[src/rtl/core/odo_pkg.sv]
`default_nettype none
package odo_pkg;

  // serial multiplier operand widths
  localparam int MW  = 34;
  localparam int QW  = 32;
  localparam int PW  = MW + QW;
  localparam int QCW = $clog2(QW);

  // scale factors, Q0.32
  localparam logic [31:0] MM_PER_COUNT = 32'd332714064;
  localparam logic [31:0] RAD_PER_DEG  = 32'd74961321;

  // CORDIC gain in Q2.30 and step count
  localparam logic signed [32:0] CORDIC_K = 33'sd652032874;
  localparam int CORDIC_STEPS = 20;
  localparam int CSW = $clog2(CORDIC_STEPS);

  // angles in Q16.16 degrees
  localparam logic [24:0] FULL_TURN    = 25'd23592960;
  localparam logic [24:0] HALF_TURN    = 25'd11796480;
  localparam logic [24:0] QUARTER_TURN = 25'd5898240;
  // 92 full turns, lifts any angle of magnitude up to 2^31 above zero
  localparam logic [33:0] TURN_BIAS    = 34'd2170552320;
  localparam int MOD_STEPS = 9;
  localparam int MSW = $clog2(MOD_STEPS);

  // status of a multi-cycle unit
  typedef struct packed {
    logic busy;
    logic done;
  } unit_stat_t;

  // atan(2^-i) in Q16.16 degrees
  function automatic logic [21:0] atan_step(input logic [CSW-1:0] i);
    logic [21:0] r;
    case (i)
      5'd0:  r = 22'd2949120;
      5'd1:  r = 22'd1740967;
      5'd2:  r = 22'd919879;
      5'd3:  r = 22'd466945;
      5'd4:  r = 22'd234379;
      5'd5:  r = 22'd117304;
      5'd6:  r = 22'd58666;
      5'd7:  r = 22'd29335;
      5'd8:  r = 22'd14668;
      5'd9:  r = 22'd7334;
      5'd10: r = 22'd3667;
      5'd11: r = 22'd1833;
      5'd12: r = 22'd917;
      5'd13: r = 22'd458;
      5'd14: r = 22'd229;
      5'd15: r = 22'd115;
      5'd16: r = 22'd57;
      5'd17: r = 22'd29;
      5'd18: r = 22'd14;
      5'd19: r = 22'd7;
      default: r = 22'd0;
    endcase
    return r;
  endfunction

endpackage
`default_nettype wire

[src/rtl/core/odo_mul.sv]
`default_nettype none
module odo_mul (
  input  logic                     clk,
  input  logic                     rst,
  input  logic                     start,
  input  logic [odo_pkg::MW-1:0]   mcand,
  input  logic [odo_pkg::QW-1:0]   mplier,
  output logic [odo_pkg::PW-1:0]   prod,
  output odo_pkg::unit_stat_t      stat
);
  import odo_pkg::*;

  logic [MW-1:0]  m;
  logic [MW-1:0]  hi;
  logic [QW-1:0]  lo;
  logic [QCW-1:0] cnt;
  logic           busy;
  logic           done;
  logic [MW:0]    sum;

  // one multiplier bit per cycle, LSB first
  assign sum  = {1'b0, hi} + (lo[0] ? {1'b0, m} : '0);
  assign prod = {hi, lo};
  assign stat = '{busy: busy, done: done};

  always_ff @(posedge clk) begin
    if (rst) begin
      busy <= 1'b0;
      done <= 1'b0;
      cnt  <= '0;
    end else begin
      done <= 1'b0;
      if (start) begin
        busy <= 1'b1;
        cnt  <= '0;
      end else if (busy) begin
        cnt <= cnt + 1'b1;
        if (cnt == QCW'(QW - 1)) begin
          busy <= 1'b0;
          done <= 1'b1;
        end
      end
    end
  end

  // partial product shift register
  always_ff @(posedge clk) begin
    if (start) begin
      m  <= mcand;
      hi <= '0;
      lo <= mplier;
    end else if (busy) begin
      hi <= sum[MW:1];
      lo <= {sum[0], lo[QW-1:1]};
    end
  end

endmodule
`default_nettype wire

[src/rtl/core/odo_modr.sv]
`default_nettype none
module odo_modr (
  input  logic               clk,
  input  logic               rst,
  input  logic               start,
  input  logic signed [32:0] val,
  output logic [24:0]        rem,
  output odo_pkg::unit_stat_t stat
);
  import odo_pkg::*;

  logic [33:0]    u;
  logic [MSW-1:0] k;
  logic           busy;
  logic           done;
  logic [33:0]    sub;

  // restoring reduction by full turns, one quotient bit per cycle
  assign sub  = {9'b0, FULL_TURN} << k;
  assign rem  = u[24:0];
  assign stat = '{busy: busy, done: done};

  always_ff @(posedge clk) begin
    if (rst) begin
      busy <= 1'b0;
      done <= 1'b0;
      k    <= '0;
    end else begin
      done <= 1'b0;
      if (start) begin
        busy <= 1'b1;
        k    <= MSW'(MOD_STEPS - 1);
      end else if (busy) begin
        if (k == '0) begin
          busy <= 1'b0;
          done <= 1'b1;
        end else begin
          k <= k - 1'b1;
        end
      end
    end
  end

  always_ff @(posedge clk) begin
    if (start) begin
      u <= {val[32], val} + TURN_BIAS;
    end else if (busy && (u >= sub)) begin
      u <= u - sub;
    end
  end

endmodule
`default_nettype wire

[src/rtl/core/odo_cordic.sv]
`default_nettype none
module odo_cordic (
  input  logic               clk,
  input  logic               rst,
  input  logic               start,
  input  logic [24:0]        angle,
  output logic signed [32:0] cos_o,
  output logic signed [32:0] sin_o,
  output odo_pkg::unit_stat_t stat
);
  import odo_pkg::*;

  localparam logic signed [25:0] FULL_S = {1'b0, FULL_TURN};
  localparam logic signed [25:0] HALF_S = {1'b0, HALF_TURN};
  localparam logic signed [25:0] QTR_S  = {1'b0, QUARTER_TURN};

  logic signed [32:0] x;
  logic signed [32:0] y;
  logic signed [25:0] z;
  logic               neg;
  logic [CSW-1:0]     i;
  logic               busy;
  logic               done;
  logic signed [25:0] za;
  logic signed [25:0] zf;
  logic               negf;
  logic signed [32:0] xs;
  logic signed [32:0] ys;
  logic signed [25:0] at;

  // fold [0,360) into [-90,90], remember the half-turn flip
  always_comb begin
    za = {1'b0, angle};
    if (za > HALF_S) za = za - FULL_S;
    zf   = za;
    negf = 1'b0;
    if (za > QTR_S) begin
      zf   = za - HALF_S;
      negf = 1'b1;
    end else if (za < -QTR_S) begin
      zf   = za + HALF_S;
      negf = 1'b1;
    end
  end

  assign xs = y >>> i;
  assign ys = x >>> i;
  assign at = {4'b0, atan_step(i)};

  assign cos_o = neg ? -x : x;
  assign sin_o = neg ? -y : y;
  assign stat  = '{busy: busy, done: done};

  always_ff @(posedge clk) begin
    if (rst) begin
      busy <= 1'b0;
      done <= 1'b0;
      i    <= '0;
    end else begin
      done <= 1'b0;
      if (start) begin
        busy <= 1'b1;
        i    <= '0;
      end else if (busy) begin
        i <= i + 1'b1;
        if (i == CSW'(CORDIC_STEPS - 1)) begin
          busy <= 1'b0;
          done <= 1'b1;
        end
      end
    end
  end

  // one rotation step per cycle
  always_ff @(posedge clk) begin
    if (start) begin
      x   <= CORDIC_K;
      y   <= '0;
      z   <= zf;
      neg <= negf;
    end else if (busy) begin
      if (z >= 0) begin
        x <= x - xs;
        y <= y + ys;
        z <= z - at;
      end else begin
        x <= x + xs;
        y <= y - ys;
        z <= z + at;
      end
    end
  end

endmodule
`default_nettype wire

[src/rtl/core/two_wheel_odometry_tracker_unit.sv]
// Two tracking wheel odometry tracker.
// Input channel (in_valid/in_ready): one request per sample period with the
// raw X and Y encoder counts and the gyro heading. Output channel
// (out_valid/out_ready): pos_x, pos_y and display_angle after that sample.
// Configuration: APB write/read of invert, lever arm and gain registers at
// byte addresses 0,4,..,20; pready is tied high. Write only while idle.
// Sequence: eleven products go through one bit-serial 34x32 multiplier in
// turn; range reduction and a 20-step CORDIC for sin/cos run beside the
// first products, and the display angle reduction and accumulator update
// follow. A new sample is taken only after the last one is through;
// in_ready is high only while no sample is in work.
// A finished result sits in the output register; a new request is taken
// while it waits, and the next result waits in the final state until the
// receiver takes the current one.
// Reset (synchronous, rst high) clears both accumulators and the stored
// headings and loads the register defaults; no clearing pass is needed.
`default_nettype none
module two_wheel_odometry_tracker_unit (
  input  logic               clk,
  input  logic               rst,
  input  logic               in_valid,
  output logic               in_ready,
  input  logic [15:0]        count_x,
  input  logic [15:0]        count_y,
  input  logic signed [31:0] gyro_heading,
  output logic               out_valid,
  input  logic               out_ready,
  output logic signed [47:0] pos_x,
  output logic signed [47:0] pos_y,
  output logic signed [24:0] display_angle,
  input  logic               psel,
  input  logic               penable,
  input  logic               pwrite,
  input  logic [4:0]         paddr,
  input  logic [31:0]        pwdata,
  output logic [31:0]        prdata,
  output logic               pready
);
  import odo_pkg::*;

  typedef enum logic [6:0] {
    S_IDLE   = 7'b0000001,
    S_LAUNCH = 7'b0000010,
    S_MULW   = 7'b0000100,
    S_RND    = 7'b0001000,
    S_ACC    = 7'b0010000,
    S_DISPW  = 7'b0100000,
    S_OUT    = 7'b1000000
  } state_t;

  typedef enum logic [3:0] {
    OP_TX, OP_WX, OP_TY, OP_WY, OP_DT, OP_LA, OP_LB,
    OP_AC, OP_BS, OP_BC, OP_AS
  } op_t;

  typedef enum logic [2:0] {
    REG_INVERT_X  = 3'd0,
    REG_INVERT_Y  = 3'd1,
    REG_OFFSET_LX = 3'd2,
    REG_OFFSET_LY = 3'd3,
    REG_GAIN_X    = 3'd4,
    REG_GAIN_Y    = 3'd5
  } reg_idx_t;

  localparam logic signed [32:0] HALF33 = {8'b0, HALF_TURN};
  localparam logic signed [25:0] FULL_S = {1'b0, FULL_TURN};
  localparam logic [15:0] NEG_COUNT = 16'd30000;

  function automatic logic [31:0] abs32(input logic signed [31:0] v);
    return v[31] ? (~v + 32'd1) : v;
  endfunction

  function automatic logic signed [31:0] clamp32(input logic signed [48:0] v);
    logic signed [31:0] r;
    if (v > 49'sd2147483647)       r = 32'sh7FFFFFFF;
    else if (v < -49'sd2147483648) r = 32'sh80000000;
    else                           r = v[31:0];
    return r;
  endfunction

  function automatic logic signed [47:0] clamp48(input logic signed [49:0] v);
    logic signed [47:0] r;
    if (v > 50'sd140737488355327)       r = 48'sh7FFFFFFFFFFF;
    else if (v < -50'sd140737488355328) r = 48'sh800000000000;
    else                                r = v[47:0];
    return r;
  endfunction

  // configuration registers
  logic               invert_x;
  logic               invert_y;
  logic signed [31:0] offset_lx;
  logic signed [31:0] offset_ly;
  logic [17:0]        gain_x;
  logic [17:0]        gain_y;

  // control
  state_t state;
  op_t    op;
  logic   mod_disp;
  logic   cordic_ok;

  // sample and intermediate values
  logic [15:0]        cx_mag;
  logic [15:0]        cy_mag;
  logic               cx_neg;
  logic               cy_neg;
  logic signed [31:0] g_q;
  logic [32:0]        dh_mag;
  logic               dh_neg;
  logic [33:0]        tprod;
  logic signed [31:0] wx;
  logic signed [31:0] wy;
  logic signed [31:0] dth;
  logic signed [31:0] a_q;
  logic signed [31:0] b_q;
  logic signed [63:0] sumx;
  logic signed [63:0] sumy;
  logic [63:0]        magx;
  logic [63:0]        magy;
  logic               negx;
  logic               negy;
  logic signed [24:0] disp_q;

  // architectural state
  logic signed [47:0] acc_x;
  logic signed [47:0] acc_y;
  logic signed [31:0] heading_now;
  logic signed [31:0] heading_prev;

  // unit hookups
  logic               in_acc;
  logic               mul_start;
  logic [MW-1:0]      mcand;
  logic [QW-1:0]      mplier;
  logic               mul_sgn;
  logic [PW-1:0]      mul_prod;
  unit_stat_t         mul_st;
  logic               mod_start;
  logic signed [32:0] mod_val;
  logic [24:0]        mod_rem;
  unit_stat_t         mod_st;
  logic               cor_start;
  logic signed [32:0] cos_v;
  logic signed [32:0] sin_v;
  unit_stat_t         cor_st;

  logic               wr;
  logic [32:0]        dh;
  logic signed [32:0] ng;
  logic [31:0]        cos_mag;
  logic [31:0]        sin_mag;
  logic [63:0]        p64;
  logic signed [63:0] p_s;
  logic [64:0]        rsum32;
  logic [64:0]        rsum16;
  logic [31:0]        rnd32;
  logic signed [48:0] r16_49;
  logic signed [48:0] wx49;
  logic signed [48:0] wy49;
  logic [64:0]        rsumx;
  logic [64:0]        rsumy;
  logic signed [49:0] rx50;
  logic signed [49:0] ry50;
  logic signed [49:0] ax50;
  logic signed [49:0] ay50;
  logic signed [25:0] rem_s;
  logic signed [24:0] disp_next;

  assign in_ready = (state == S_IDLE);
  assign in_acc   = in_valid && in_ready;
  assign pready   = 1'b1;
  assign wr       = psel && penable && pwrite;

  // APB register file
  always_ff @(posedge clk) begin
    if (rst) begin
      invert_x  <= 1'b0;
      invert_y  <= 1'b0;
      offset_lx <= 32'sd5439488;
      offset_ly <= 32'sd21299200;
      gain_x    <= 18'd69247;
      gain_y    <= 18'd68012;
    end else if (wr) begin
      unique case (paddr[4:2])
        REG_INVERT_X:  invert_x  <= pwdata[0];
        REG_INVERT_Y:  invert_y  <= pwdata[0];
        REG_OFFSET_LX: offset_lx <= pwdata;
        REG_OFFSET_LY: offset_ly <= pwdata;
        REG_GAIN_X:    gain_x    <= pwdata[17:0];
        REG_GAIN_Y:    gain_y    <= pwdata[17:0];
        default: ;
      endcase
    end
  end

  always_comb begin
    unique case (paddr[4:2])
      REG_INVERT_X:  prdata = {31'b0, invert_x};
      REG_INVERT_Y:  prdata = {31'b0, invert_y};
      REG_OFFSET_LX: prdata = offset_lx;
      REG_OFFSET_LY: prdata = offset_ly;
      REG_GAIN_X:    prdata = {14'b0, gain_x};
      REG_GAIN_Y:    prdata = {14'b0, gain_y};
      default:       prdata = '0;
    endcase
  end

  // heading change and negated gyro heading
  assign dh = {heading_now[31], heading_now} - {heading_prev[31], heading_prev};
  assign ng = -{g_q[31], g_q};

  assign cos_mag = cos_v[32] ? 32'(-cos_v) : cos_v[31:0];
  assign sin_mag = sin_v[32] ? 32'(-sin_v) : sin_v[31:0];

  // multiplier operand select, sign carried aside
  always_comb begin
    mcand   = '0;
    mplier  = '0;
    mul_sgn = 1'b0;
    case (op)
      OP_TX: begin
        mcand  = {16'b0, gain_x};
        mplier = {16'b0, cx_mag};
      end
      OP_WX: begin
        mcand   = tprod;
        mplier  = MM_PER_COUNT;
        mul_sgn = cx_neg ^ invert_x;
      end
      OP_TY: begin
        mcand  = {16'b0, gain_y};
        mplier = {16'b0, cy_mag};
      end
      OP_WY: begin
        mcand   = tprod;
        mplier  = MM_PER_COUNT;
        mul_sgn = cy_neg ^ invert_y;
      end
      OP_DT: begin
        mcand   = {1'b0, dh_mag};
        mplier  = RAD_PER_DEG;
        mul_sgn = dh_neg;
      end
      OP_LA: begin
        mcand   = {2'b0, abs32(offset_lx)};
        mplier  = abs32(dth);
        mul_sgn = offset_lx[31] ^ dth[31];
      end
      OP_LB: begin
        mcand   = {2'b0, abs32(offset_ly)};
        mplier  = abs32(dth);
        mul_sgn = offset_ly[31] ^ dth[31];
      end
      OP_AC: begin
        mcand   = {2'b0, abs32(a_q)};
        mplier  = cos_mag;
        mul_sgn = a_q[31] ^ cos_v[32];
      end
      OP_BS: begin
        mcand   = {2'b0, abs32(b_q)};
        mplier  = sin_mag;
        mul_sgn = b_q[31] ^ sin_v[32];
      end
      OP_BC: begin
        mcand   = {2'b0, abs32(b_q)};
        mplier  = cos_mag;
        mul_sgn = b_q[31] ^ cos_v[32];
      end
      OP_AS: begin
        mcand   = {2'b0, abs32(a_q)};
        mplier  = sin_mag;
        mul_sgn = a_q[31] ^ sin_v[32];
      end
      default: ;
    endcase
  end

  // product rounding, half away from zero on magnitudes
  assign p64    = mul_prod[63:0];
  assign p_s    = p64;
  assign rsum32 = {1'b0, p64} + 65'h80000000;
  assign rsum16 = {1'b0, p64} + 65'h8000;
  assign rnd32  = rsum32[63:32];
  assign r16_49 = {1'b0, rsum16[63:16]};
  assign wx49   = {{17{wx[31]}}, wx};
  assign wy49   = {{17{wy[31]}}, wy};

  // final rotation rounding and accumulate
  assign rsumx = {1'b0, magx} + 65'h20000000;
  assign rsumy = {1'b0, magy} + 65'h20000000;
  assign rx50  = {16'b0, rsumx[63:30]};
  assign ry50  = {16'b0, rsumy[63:30]};
  assign ax50  = {{2{acc_x[47]}}, acc_x};
  assign ay50  = {{2{acc_y[47]}}, acc_y};

  // display wrap from the reduced angle
  assign rem_s = {1'b0, mod_rem};
  always_comb begin
    if (ng > HALF33)
      disp_next = (mod_rem > HALF_TURN) ? 25'(rem_s - FULL_S) : 25'(rem_s);
    else if (ng < -HALF33)
      disp_next = (mod_rem >= HALF_TURN) ? 25'(rem_s - FULL_S) : 25'(rem_s);
    else
      disp_next = ng[24:0];
  end

  // unit starts
  assign mul_start = (state == S_LAUNCH) && !mul_st.busy && !((op == OP_AC) && !cordic_ok);
  assign mod_start = in_acc || (state == S_RND);
  assign mod_val   = (state == S_RND) ? ng : {heading_now[31], heading_now};
  assign cor_start = mod_st.done && !mod_disp;

  odo_mul u_mul (
    .clk    (clk),
    .rst    (rst),
    .start  (mul_start),
    .mcand  (mcand),
    .mplier (mplier),
    .prod   (mul_prod),
    .stat   (mul_st)
  );

  odo_modr u_modr (
    .clk   (clk),
    .rst   (rst),
    .start (mod_start),
    .val   (mod_val),
    .rem   (mod_rem),
    .stat  (mod_st)
  );

  odo_cordic u_cordic (
    .clk   (clk),
    .rst   (rst),
    .start (cor_start),
    .angle (mod_rem),
    .cos_o (cos_v),
    .sin_o (sin_v),
    .stat  (cor_st)
  );

  // sequencer and architectural state
  always_ff @(posedge clk) begin
    if (rst) begin
      state        <= S_IDLE;
      op           <= OP_TX;
      mod_disp     <= 1'b0;
      cordic_ok    <= 1'b0;
      out_valid    <= 1'b0;
      acc_x        <= '0;
      acc_y        <= '0;
      heading_now  <= '0;
      heading_prev <= '0;
    end else begin
      if (cor_st.done) cordic_ok <= 1'b1;
      if ((state == S_OUT) && (!out_valid || out_ready)) out_valid <= 1'b1;
      else if (out_ready) out_valid <= 1'b0;
      unique case (state)
        S_IDLE: begin
          if (in_valid) begin
            state     <= S_LAUNCH;
            op        <= OP_TX;
            mod_disp  <= 1'b0;
            cordic_ok <= 1'b0;
          end
        end
        S_LAUNCH: begin
          if (mul_start) state <= S_MULW;
        end
        S_MULW: begin
          if (mul_st.done) begin
            if (op == OP_AS) begin
              state <= S_RND;
            end else begin
              op    <= op_t'(op + 4'd1);
              state <= S_LAUNCH;
            end
          end
        end
        S_RND: begin
          mod_disp     <= 1'b1;
          heading_prev <= heading_now;
          heading_now  <= ng[31:0];
          state        <= S_ACC;
        end
        S_ACC: begin
          acc_x <= clamp48(negx ? (ax50 - rx50) : (ax50 + rx50));
          acc_y <= clamp48(negy ? (ay50 - ry50) : (ay50 + ry50));
          state <= S_DISPW;
        end
        S_DISPW: begin
          if (mod_st.done) state <= S_OUT;
        end
        S_OUT: begin
          if (!out_valid || out_ready) state <= S_IDLE;
        end
        default: state <= S_IDLE;
      endcase
    end
  end

  // datapath registers
  always_ff @(posedge clk) begin
    if (in_acc) begin
      cx_neg <= (count_x >= NEG_COUNT);
      cy_neg <= (count_y >= NEG_COUNT);
      cx_mag <= (count_x >= NEG_COUNT) ? (~count_x + 16'd1) : count_x;
      cy_mag <= (count_y >= NEG_COUNT) ? (~count_y + 16'd1) : count_y;
      g_q    <= gyro_heading;
      dh_neg <= dh[32];
      dh_mag <= dh[32] ? (~dh + 33'd1) : dh;
    end
    if ((state == S_MULW) && mul_st.done) begin
      case (op)
        OP_TX, OP_TY: tprod <= mul_prod[33:0];
        OP_WX: wx  <= mul_sgn ? (~rnd32 + 32'd1) : rnd32;
        OP_WY: wy  <= mul_sgn ? (~rnd32 + 32'd1) : rnd32;
        OP_DT: dth <= mul_sgn ? (~rnd32 + 32'd1) : rnd32;
        OP_LA: a_q <= clamp32(mul_sgn ? (wx49 + r16_49) : (wx49 - r16_49));
        OP_LB: b_q <= clamp32(mul_sgn ? (wy49 + r16_49) : (wy49 - r16_49));
        OP_AC: sumx <= mul_sgn ? (64'sd0 - p_s) : p_s;
        OP_BS: sumx <= mul_sgn ? (sumx + p_s) : (sumx - p_s);
        OP_BC: sumy <= mul_sgn ? (64'sd0 - p_s) : p_s;
        OP_AS: sumy <= mul_sgn ? (sumy - p_s) : (sumy + p_s);
        default: ;
      endcase
    end
    if (state == S_RND) begin
      negx <= sumx[63];
      negy <= sumy[63];
      magx <= sumx[63] ? (~sumx + 64'd1) : sumx;
      magy <= sumy[63] ? (~sumy + 64'd1) : sumy;
    end
    if ((state == S_DISPW) && mod_st.done) disp_q <= disp_next;
    if ((state == S_OUT) && (!out_valid || out_ready)) begin
      pos_x         <= acc_x;
      pos_y         <= acc_y;
      display_angle <= disp_q;
    end
  end

endmodule
`default_nettype wire

[config.mk]
export PLATFORM = sky130hd
export DESIGN_NAME = two_wheel_odometry_tracker_unit
export DESIGN_NICKNAME = d
export VERILOG_FILES = /design/src/rtl/core/odo_pkg.sv /design/src/rtl/core/odo_mul.sv /design/src/rtl/core/odo_modr.sv /design/src/rtl/core/odo_cordic.sv /design/src/rtl/core/two_wheel_odometry_tracker_unit.sv
export SDC_FILE = /design/constraint.sdc
export NUM_CORES = 2
export LEC_CHECK = 0
export BUFFER_PORTS_ARGS = -buffer_cell sky130_fd_sc_hd__buf_2
export CORE_MARGIN = 2
export CORE_UTILIZATION = 47
export DETAILED_ROUTE_END_ITERATION = 6
export PLACE_DENSITY = 0.65
export SLEW_MARGIN = 20
export SYNTH_ARGS = -nofsm -noshare
export SYNTH_HDL_FRONTEND = slang
export SYNTH_SLANG_ARGS = --single-unit
[constraint.sdc]
create_clock -name clk -period 11.5 [get_ports clk]
set_input_delay 1.15 -clock clk [delete_from_list [all_inputs] [get_ports clk]]
set_output_delay 1.15 -clock clk [all_outputs]
set_load 0.01 [all_outputs]
* Word-level counts from Yosys, hierarchy flattened
Memory sizes are Yosys's and may differ from the RTL's. A register that Yosys moved wholly into a read port is not among the register bits. Cells that the tools add are included.
Storage, ports and cells: bits of input ports 108, bits in read-only memories 704, output and inout bits 156, register bits 1221, memories 1, logic and storage cells 336
Memories:
- (name not given) | words 32, bits a word 22, read ports 1, clocked after Yosys merged registers in 1, wr ports 0, RTL line odo_pkg.sv:37 | case (i)
Operators by class: $add $sub $neg 50, reduce and logical (&&, ||, !) cells 62, eq/ne operators 31, shift operators 3, bitwise logic cells 23, order comparisons 19, mux-type cells 88
Operators with widths (number):
- 32-bit 2-to-1 mux | 13
- 34-bit one-hot mux with 8 select lines | 1
- 64-bit one-hot mux with 2 select lines | 2
- 32-bit one-hot mux with 7 select lines | 1
- 32-bit by 1-bit adder with 32-bit output, second input constant | 6
- 48-bit 2-to-1 mux | 4
- 64-bit 2-to-1 mux | 3
- 32-bit inverter | 6
- 32-bit one-hot mux with 6 select lines | 1
- 33-bit 2-to-1 mux | 5
- 26-bit 2-to-1 mux | 6
- 64-bit by 1-bit adder with 64-bit output, second input constant | 2
- 64-bit by 30-bit adder with 64-bit output, second input constant | 2
- 64-bit adder | 2
- 64-bit inverter | 2
- 64-bit subtractor | 2
- 63-bit 2-to-1 mux | 2
- 34-bit 2-to-1 mux | 3
- 50-bit by 48-bit > comparator with 1-bit output, second input constant | 2
- 50-bit by 48-bit less-than comparator with 1-bit output, second input constant | 2
- 25-bit 2-to-1 mux | 4
- 50-bit 2-to-1 mux | 2
- 33-bit negation | 3
- 32-bit by 49-bit adder with 49-bit output | 2
- 78 further kinds | 198

* Logic depth before layout (Yosys ltp)
depth in word-level cells 7, depth in mapped cells 34, mapped depth without buffers 30

* By module
From an unflattened synthesis, not the netlist that was laid out.
Unflattened totals: cell total of the unflattened synthesis 11331, area, all modules 97840.1 um2
Modules (own cells, without submodules):
- two_wheel_odometry_tracker_unit | instances 1, cells each 8415, seq. area each 24743.7 um2, area an instance 72220.5 um2
- odo_cordic | instances 1, cells each 2089, seq. area each 2712.6 um2, area an instance 16687.3 um2
- odo_mul | instances 1, cells each 513, seq. area each 2802.7 um2, area an instance 5796.8 um2
- odo_modr | instances 1, cells each 314, seq. area each 1141.1 um2, area an instance 3135.5 um2

* Worst setup path after synthesis
OpenSTA, ideal clock, no wires.
kind reg-to-reg, from register u_cordic.y[11], to register sumx[63], data pin, buffers on the path 6, path slack 3388 ps, arrival time 7848 ps, required time 11236 ps, clock period less this slack 8112 ps, stages on the path, launching flop included 34, library setup time 264 ps, path through dfxtp_1 -> clkbuf_1 -> or4_1 -> or4_1 -> clkbuf_1 -> or3_1 -> or3_1 -> nand2_1 -> xnor2_1 -> o221ai_1 -> o21ai_0 -> o21a_1 -> clkbuf_1 -> clkbuf_1 -> clkbuf_1 -> nand2_1 -> xor2_1 -> inv_1 -> ha_1 -> clkbuf_1 -> a21o_1 -> a21o_1 -> a211o_1 -> a2111o_1 -> o22a_1 -> a211oi_1 -> nor3b_1 -> a221o_1 -> a211oi_1 -> nor4b_1 -> o21a_1 -> o31a_1 -> o221ai_1 -> xnor2_1
Between the ends: word-level cells in the longest chain between the ends 6, elaborated cells on any way between the ends 8, those cells by class add/sub: 1; mux: 5; bitwise: 2
RTL lines:
- start: declaration | RTL line odo_cordic.sv:18 | logic signed [32:0] y;
- start signal: assignment | RTL line odo_cordic.sv:84 | y <= y + ys;
- start signal: assignment | RTL line odo_cordic.sv:88 | y <= y - ys;
- 33-bit negation (*) | RTL line odo_cordic.sv:51 | assign sin_o = neg ? -y : y;
- 33-bit 2-to-1 mux (*) | RTL line odo_cordic.sv:51
- 1-bit bitwise XOR (on tied branches) | RTL line two_wheel_odometry_tracker_unit.sv:273, two_wheel_odometry_tracker_unit.sv:263
- 1-bit one-hot mux with 9 select lines (*) | RTL line two_wheel_odometry_tracker_unit.sv:221 | case (op)
- 64-bit 2-to-1 mux (on tied branches) | RTL line two_wheel_odometry_tracker_unit.sv:423, two_wheel_odometry_tracker_unit.sv:422
- 64-bit one-hot mux with 2 select lines (*) | RTL line two_wheel_odometry_tracker_unit.sv:415 | case (op)
- end signal: assignment | RTL line two_wheel_odometry_tracker_unit.sv:422 | OP_AC: sumx <= mul_sgn ? (64'sd0 - p_s) : p_s;
- end signal: assignment | RTL line two_wheel_odometry_tracker_unit.sv:423 | OP_BS: sumx <= mul_sgn ? (sumx + p_s) : (sumx - p_s);
- end: declaration | RTL line two_wheel_odometry_tracker_unit.sv:117 | logic signed [63:0] sumx;
Mark *: on every way between the ends. The rest lies on a longest branch, timed or not. A chain may end at the register's enable or synchronous reset.

* Final worst setup path
from register u_cordic.y[10], to register b_q[7], data pin
Between the ends: word-level cells in the longest chain between the ends 7, elaborated cells on any way between the ends 9, those cells by class add/sub: 1; order compare: 2; mux: 4; bitwise: 2
RTL lines:
- 33-bit negation (*) | RTL line odo_cordic.sv:51
- 33-bit 2-to-1 mux (*) | RTL line odo_cordic.sv:51
- 1-bit bitwise XOR (on tied branches) | RTL line two_wheel_odometry_tracker_unit.sv:273, two_wheel_odometry_tracker_unit.sv:263
- 1-bit one-hot mux with 9 select lines (*) | RTL line two_wheel_odometry_tracker_unit.sv:221
- 49-bit 2-to-1 mux (*) | RTL line two_wheel_odometry_tracker_unit.sv:421 | OP_LB: b_q <= clamp32(mul_sgn ? (wy49 + r16_49) : (wy49 - r16_49));
- 49-bit by 32-bit less-than comparator with 1-bit output | RTL line two_wheel_odometry_tracker_unit.sv:76 | else if (v < -49'sd2147483648) r = 32'sh80000000;
- 32-bit 2-to-1 mux | RTL line two_wheel_odometry_tracker_unit.sv:76
- end signal: assignment | RTL line two_wheel_odometry_tracker_unit.sv:421
- end: declaration | RTL line two_wheel_odometry_tracker_unit.sv:116 | logic signed [31:0] b_q;
Marks and branches as above.

==> summary.md <==
| Metric | Value |
|---|---|
| Nets | `about 12000` |
| Die Y | `454 microns` |
| Failing checks | `design-rule violations` |
| TNS Setup | `0 ns` |
| DRC Markers | `12` |
| Layout cells sized above 1 | `0.0879` |
| Setup violations, final | `0` |
| IO Port Bufs | `between 200 and 300` |
| Slew @ Worst Pin | `1.07 ns` |
| Clk pwr share | `0.225` |
| Synth warn | `0` |
| Power Density | `~200 nW/um^2` |
| Clock tree buffer depth | `3` |
| Initial Utilization | `0.472` |
| CP Data Required Time | `12.02 ns` |
| Clk_skew | `0.0269 ns` |
| Synth Instances | `11100` |
| Data arrival, critical path | `10.44 ns` |
| Initial antenna violation count | `between 40 and 50` |
| Fraction of registers with async set/reset | `0` |
| Yosys top cell area share | `0.242` |
| Syn nets | `11800` |
| Drt wl/cell | `24.1 microns` |
| Skew-Pair Late Insertion Delay | `0.81 ns` |
| Gpl congestion | `1.02` |
| Critical path class | `reg -> reg` |
| Most Used Layer, Global Route | `met2` |
| Net Sw Power | `9.05 mW` |
| DRT Pass-1 Iters | `7` |
| Tmin final | `9.92 ns` |
| Fill cells | `approximately 19000` |
| EDFF count, synth | `767` |
| Post-DP HPWL | `roughly 260000 microns` |
| Detail Route Antenna Nets | `0` |
| RSZ-0062 raised after global routing | `no` |
| Setup crit end | `b_q[7]$_SDFFCE_PN1P_` |
| Critical R2R Launch | `u_cordic.y[10]$_SDFFE_PP0P_` |
| Crit Path Max Fanout | `38` |
| Reg2Reg Setup Slack | `1.58 ns` |
| Final worst slack | `1.58 ns` |
| Startpoint types | `register` |
| Max Slew Vio Count | `0` |
| Largest net degree at the start of global routing | `94` |
| Switch share | `0.430` |
| Max_cap viols | `0` |
| Post-cts sizing count | `0` |
| Post-route cell area | `104000 sq um` |
| DR vias | `86400` |
| Die X | `454 microns` |
| Synthesis-stage register bit count | `around 1200` |
| Seq/Total Area, Yosys | `0.330` |
| First-pass GRT wire length | `498000 microns` |
| Syn Area/Cell | `approximately 8.6 sq um` |
| Area leader, netlist | `edfxtp_1` |
| Max Fclk | `101 MHz` |
| Dominant synthesized flop cell | `edfxtp_1` |
| Critical Path Sink Type | `register` |
| TritonCTS clock tree | `built` |
| Final wirelength | `335000 microns` |
| DRT iter0 DRCs | `slightly below 9000` |
| Worst hold slack | `between 0.4 and 0.5 ns` |
| Layout area overhead | `9.14%` |
| Share of power burned in combinational logic | `0.495` |
| Run status | `finished, violations left` |
| Final Hold Fails | `0` |
| Root buf cell | `clkbuf_16` |
| Sequential group share of total power | `0.281` |
| Worst rel slew slack | `0.284` |
| Cell variety after synth | `95` |
| FF-to-FF End | `b_q[7]$_SDFFCE_PN1P_` |
| Grt met2 use | `0.515` |
| Finished Layout Cells | `13900` |
| Inst Count DP | `13600` |
| Num CTS Buffers | `between 100 and 150` |
| Power, Total | `21.1 mW` |
| Synth top area cells | `edfxtp_1, dfxtp_1, xnor2_1, ha_1, a21oi_1` |
| Cell leakage power | `~40 nW` |
| # H-tree levels | `4` |
| Io pins | `around 260` |
| Final core occ | `0.515` |
| Crit path from | `u_cordic.y[10]$_SDFFE_PP0P_` |
| Crit-path slowest cell | `o21ai_4` |
| Cells on worst reg2reg path | `28` |
| Worst path max stage delay | `0.67 ns` |
| Die ar. | `206000 sq um` |
| Core Area | `202000 sq um` |
| Hold Buf Count CTS | `0` |
| GRT Total Usage | `0.313` |
| Congestion Overflow GR | `0` |
| Via-to-Cell Ratio | `6.23` |
| Hold Path Class | `reg -> reg` |
| Row count | `165` |
| Met1 usage | `0.386` |
| Setup Fix Bufs, Post-CTS | `0` |
| GRT met3 Usage | `0.0357` |
| Max IR drop VDD | `0.172 mV` |
| Vias in the first global route | `80800` |
| Cell-internal power | `12.0 mW` |
| Dpl cell area | `99000 sq um` |
| Clock Sink Count | `1185` |
| Tcrit/Tclk final | `0.863` |
| Dpl ws | `1.75 ns` |
| Area of the mapped netlist | `95200 sq um` |
| Clk slew on worst S/H paths | `0.07 ns` |
cells in the mapped netlist, types with 83 or more instances:
library cell and count:
nand2_1 1095, dfxtp_1 418, a21oi_1 1019, mux2i_1 118, edfxtp_1 767, o21ai_0 738
o31ai_1 149, ha_1 550, xor2_1 563, a211oi_1 97, o21a_1 99, mux4_2 83
clkbuf_1 555, or3_1 116, xnor2_1 813, nor2b_1 87, and2_1 115, and3_1 112
nand4_1 114, a21o_1 306, nand2b_1 133, inv_1 345, nor4_1 97, nand3_1 257
nor3_1 211, a31oi_1 118, nor2_1 907
how the worst min path moves through the flow:
stage / cells past startpoint / slack (ns) / to / from
3_5_place_dp: 0 / 0.41 / display_angle[8]$_DFFE_PP_ / disp_q[8]$_DFFE_PP_
5_1_grt: 0 / 0.43 / display_angle[16]$_DFFE_PP_ / disp_q[16]$_DFFE_PP_
6_report: 0 / 0.42 / display_angle[14]$_DFFE_PP_ / disp_q[14]$_DFFE_PP_
4_1_cts: 0 / 0.42 / display_angle[8]$_DFFE_PP_ / disp_q[8]$_DFFE_PP_
2_1_floorplan: 0 / 0.40 / display_angle[0]$_DFFE_PP_ / disp_q[0]$_DFFE_PP_
3_3_place_gp: 0 / 0.41 / display_angle[12]$_DFFE_PP_ / disp_q[12]$_DFFE_PP_
critical path: cells and delay by family (launching register included):
kind | cells | cell delay (ns)
AND/OR/NAND/NOR | 9 | 2.99
AO/OA/AOI/OAI | 12 | 3.74
buffers and inverters | 3 | 1.11
multiplexers | 1 | 0.29
flip-flops | 1 | 0.44
XOR/XNOR | 2 | 0.66
adder cells (fa/ha/maj) | 1 | 0.35
layer usage:
layer / vias up / share of wire
li1: 40600 / -
met1: 41500 / 0.40
met2: 3522 / 0.47
met3: 810 / 0.060
met4: 4 / 0.076
met5: - / 0.000075
kinds of logic after synthesis:
family,Yosys count,share of synthesized area
xor gates and xnor gates,1376,0.127
other,1,0.0000394
muxes,246,0.0373
buffers and inverters,972,0.0385
adders and majority gates,603,0.0790
DFF,1185,0.330
AOI/OAI and AO/OA,3225,0.214
and+or+nand+nor,3494,0.175
power by group through the flow:
stage	combinational [mW]	sequential, mW	clock (mW)
finish	10.4	5.91	4.73
global route	11.4	5.95	4.96
CTS	10.2	5.88	4.80
detailed placement	10.2	5.97	0
global placement	10.0	5.95	0
floorplan	7.68	5.54	0
cell type report:
class | instances | area (sq um) | share of cell area
repair buffers | 426 | 2570 | 0.0247
well taps | 2672 | 3340 | 0.0322
multi-input cells | 8945 | 60400 | 0.581
flip-flops and latches | 1185 | 31400 | 0.302
diodes | 35 | 87.6 | 0.000843
inverters | 350 | 1320 | 0.0127
clock buffers | 183 | 3920 | 0.0377
clock inverters | 82 | 916 | 0.00881
placed cells by master (no fill, tap or decap), types with 210 or more instances in the layout:
cell type / count
a21o_1: 306
a21oi_1: 1016
buf_2: 259
dfxtp_1: 413
edfxtp_1: 767
ha_1: 550
inv_1: 339
nand2_1: 1092
nand3_1: 257
nor2_1: 902
nor3_1: 210
o21ai_0: 736
xnor2_1: 810
xor2_1: 561
sequential cells by signal, indices dropped and copies added (netlist names), 33 cells and up:
| signal | count |
|---|---|
| u_cordic.x | 33 |
| pos_y | 48 |
| u_cordic.y | 33 |
| u_mul.hi | 34 |
| acc_y | 48 |
| acc_x | 48 |
| pos_x | 48 |
| u_modr.u | 34 |
| sumy | 64 |
| tprod | 34 |
| magy | 35 |
| sumx | 64 |
| u_mul.m | 34 |
| magx | 35 |
| dh_mag | 33 |
Note: power is estimated with default switching activity, not from simulation.
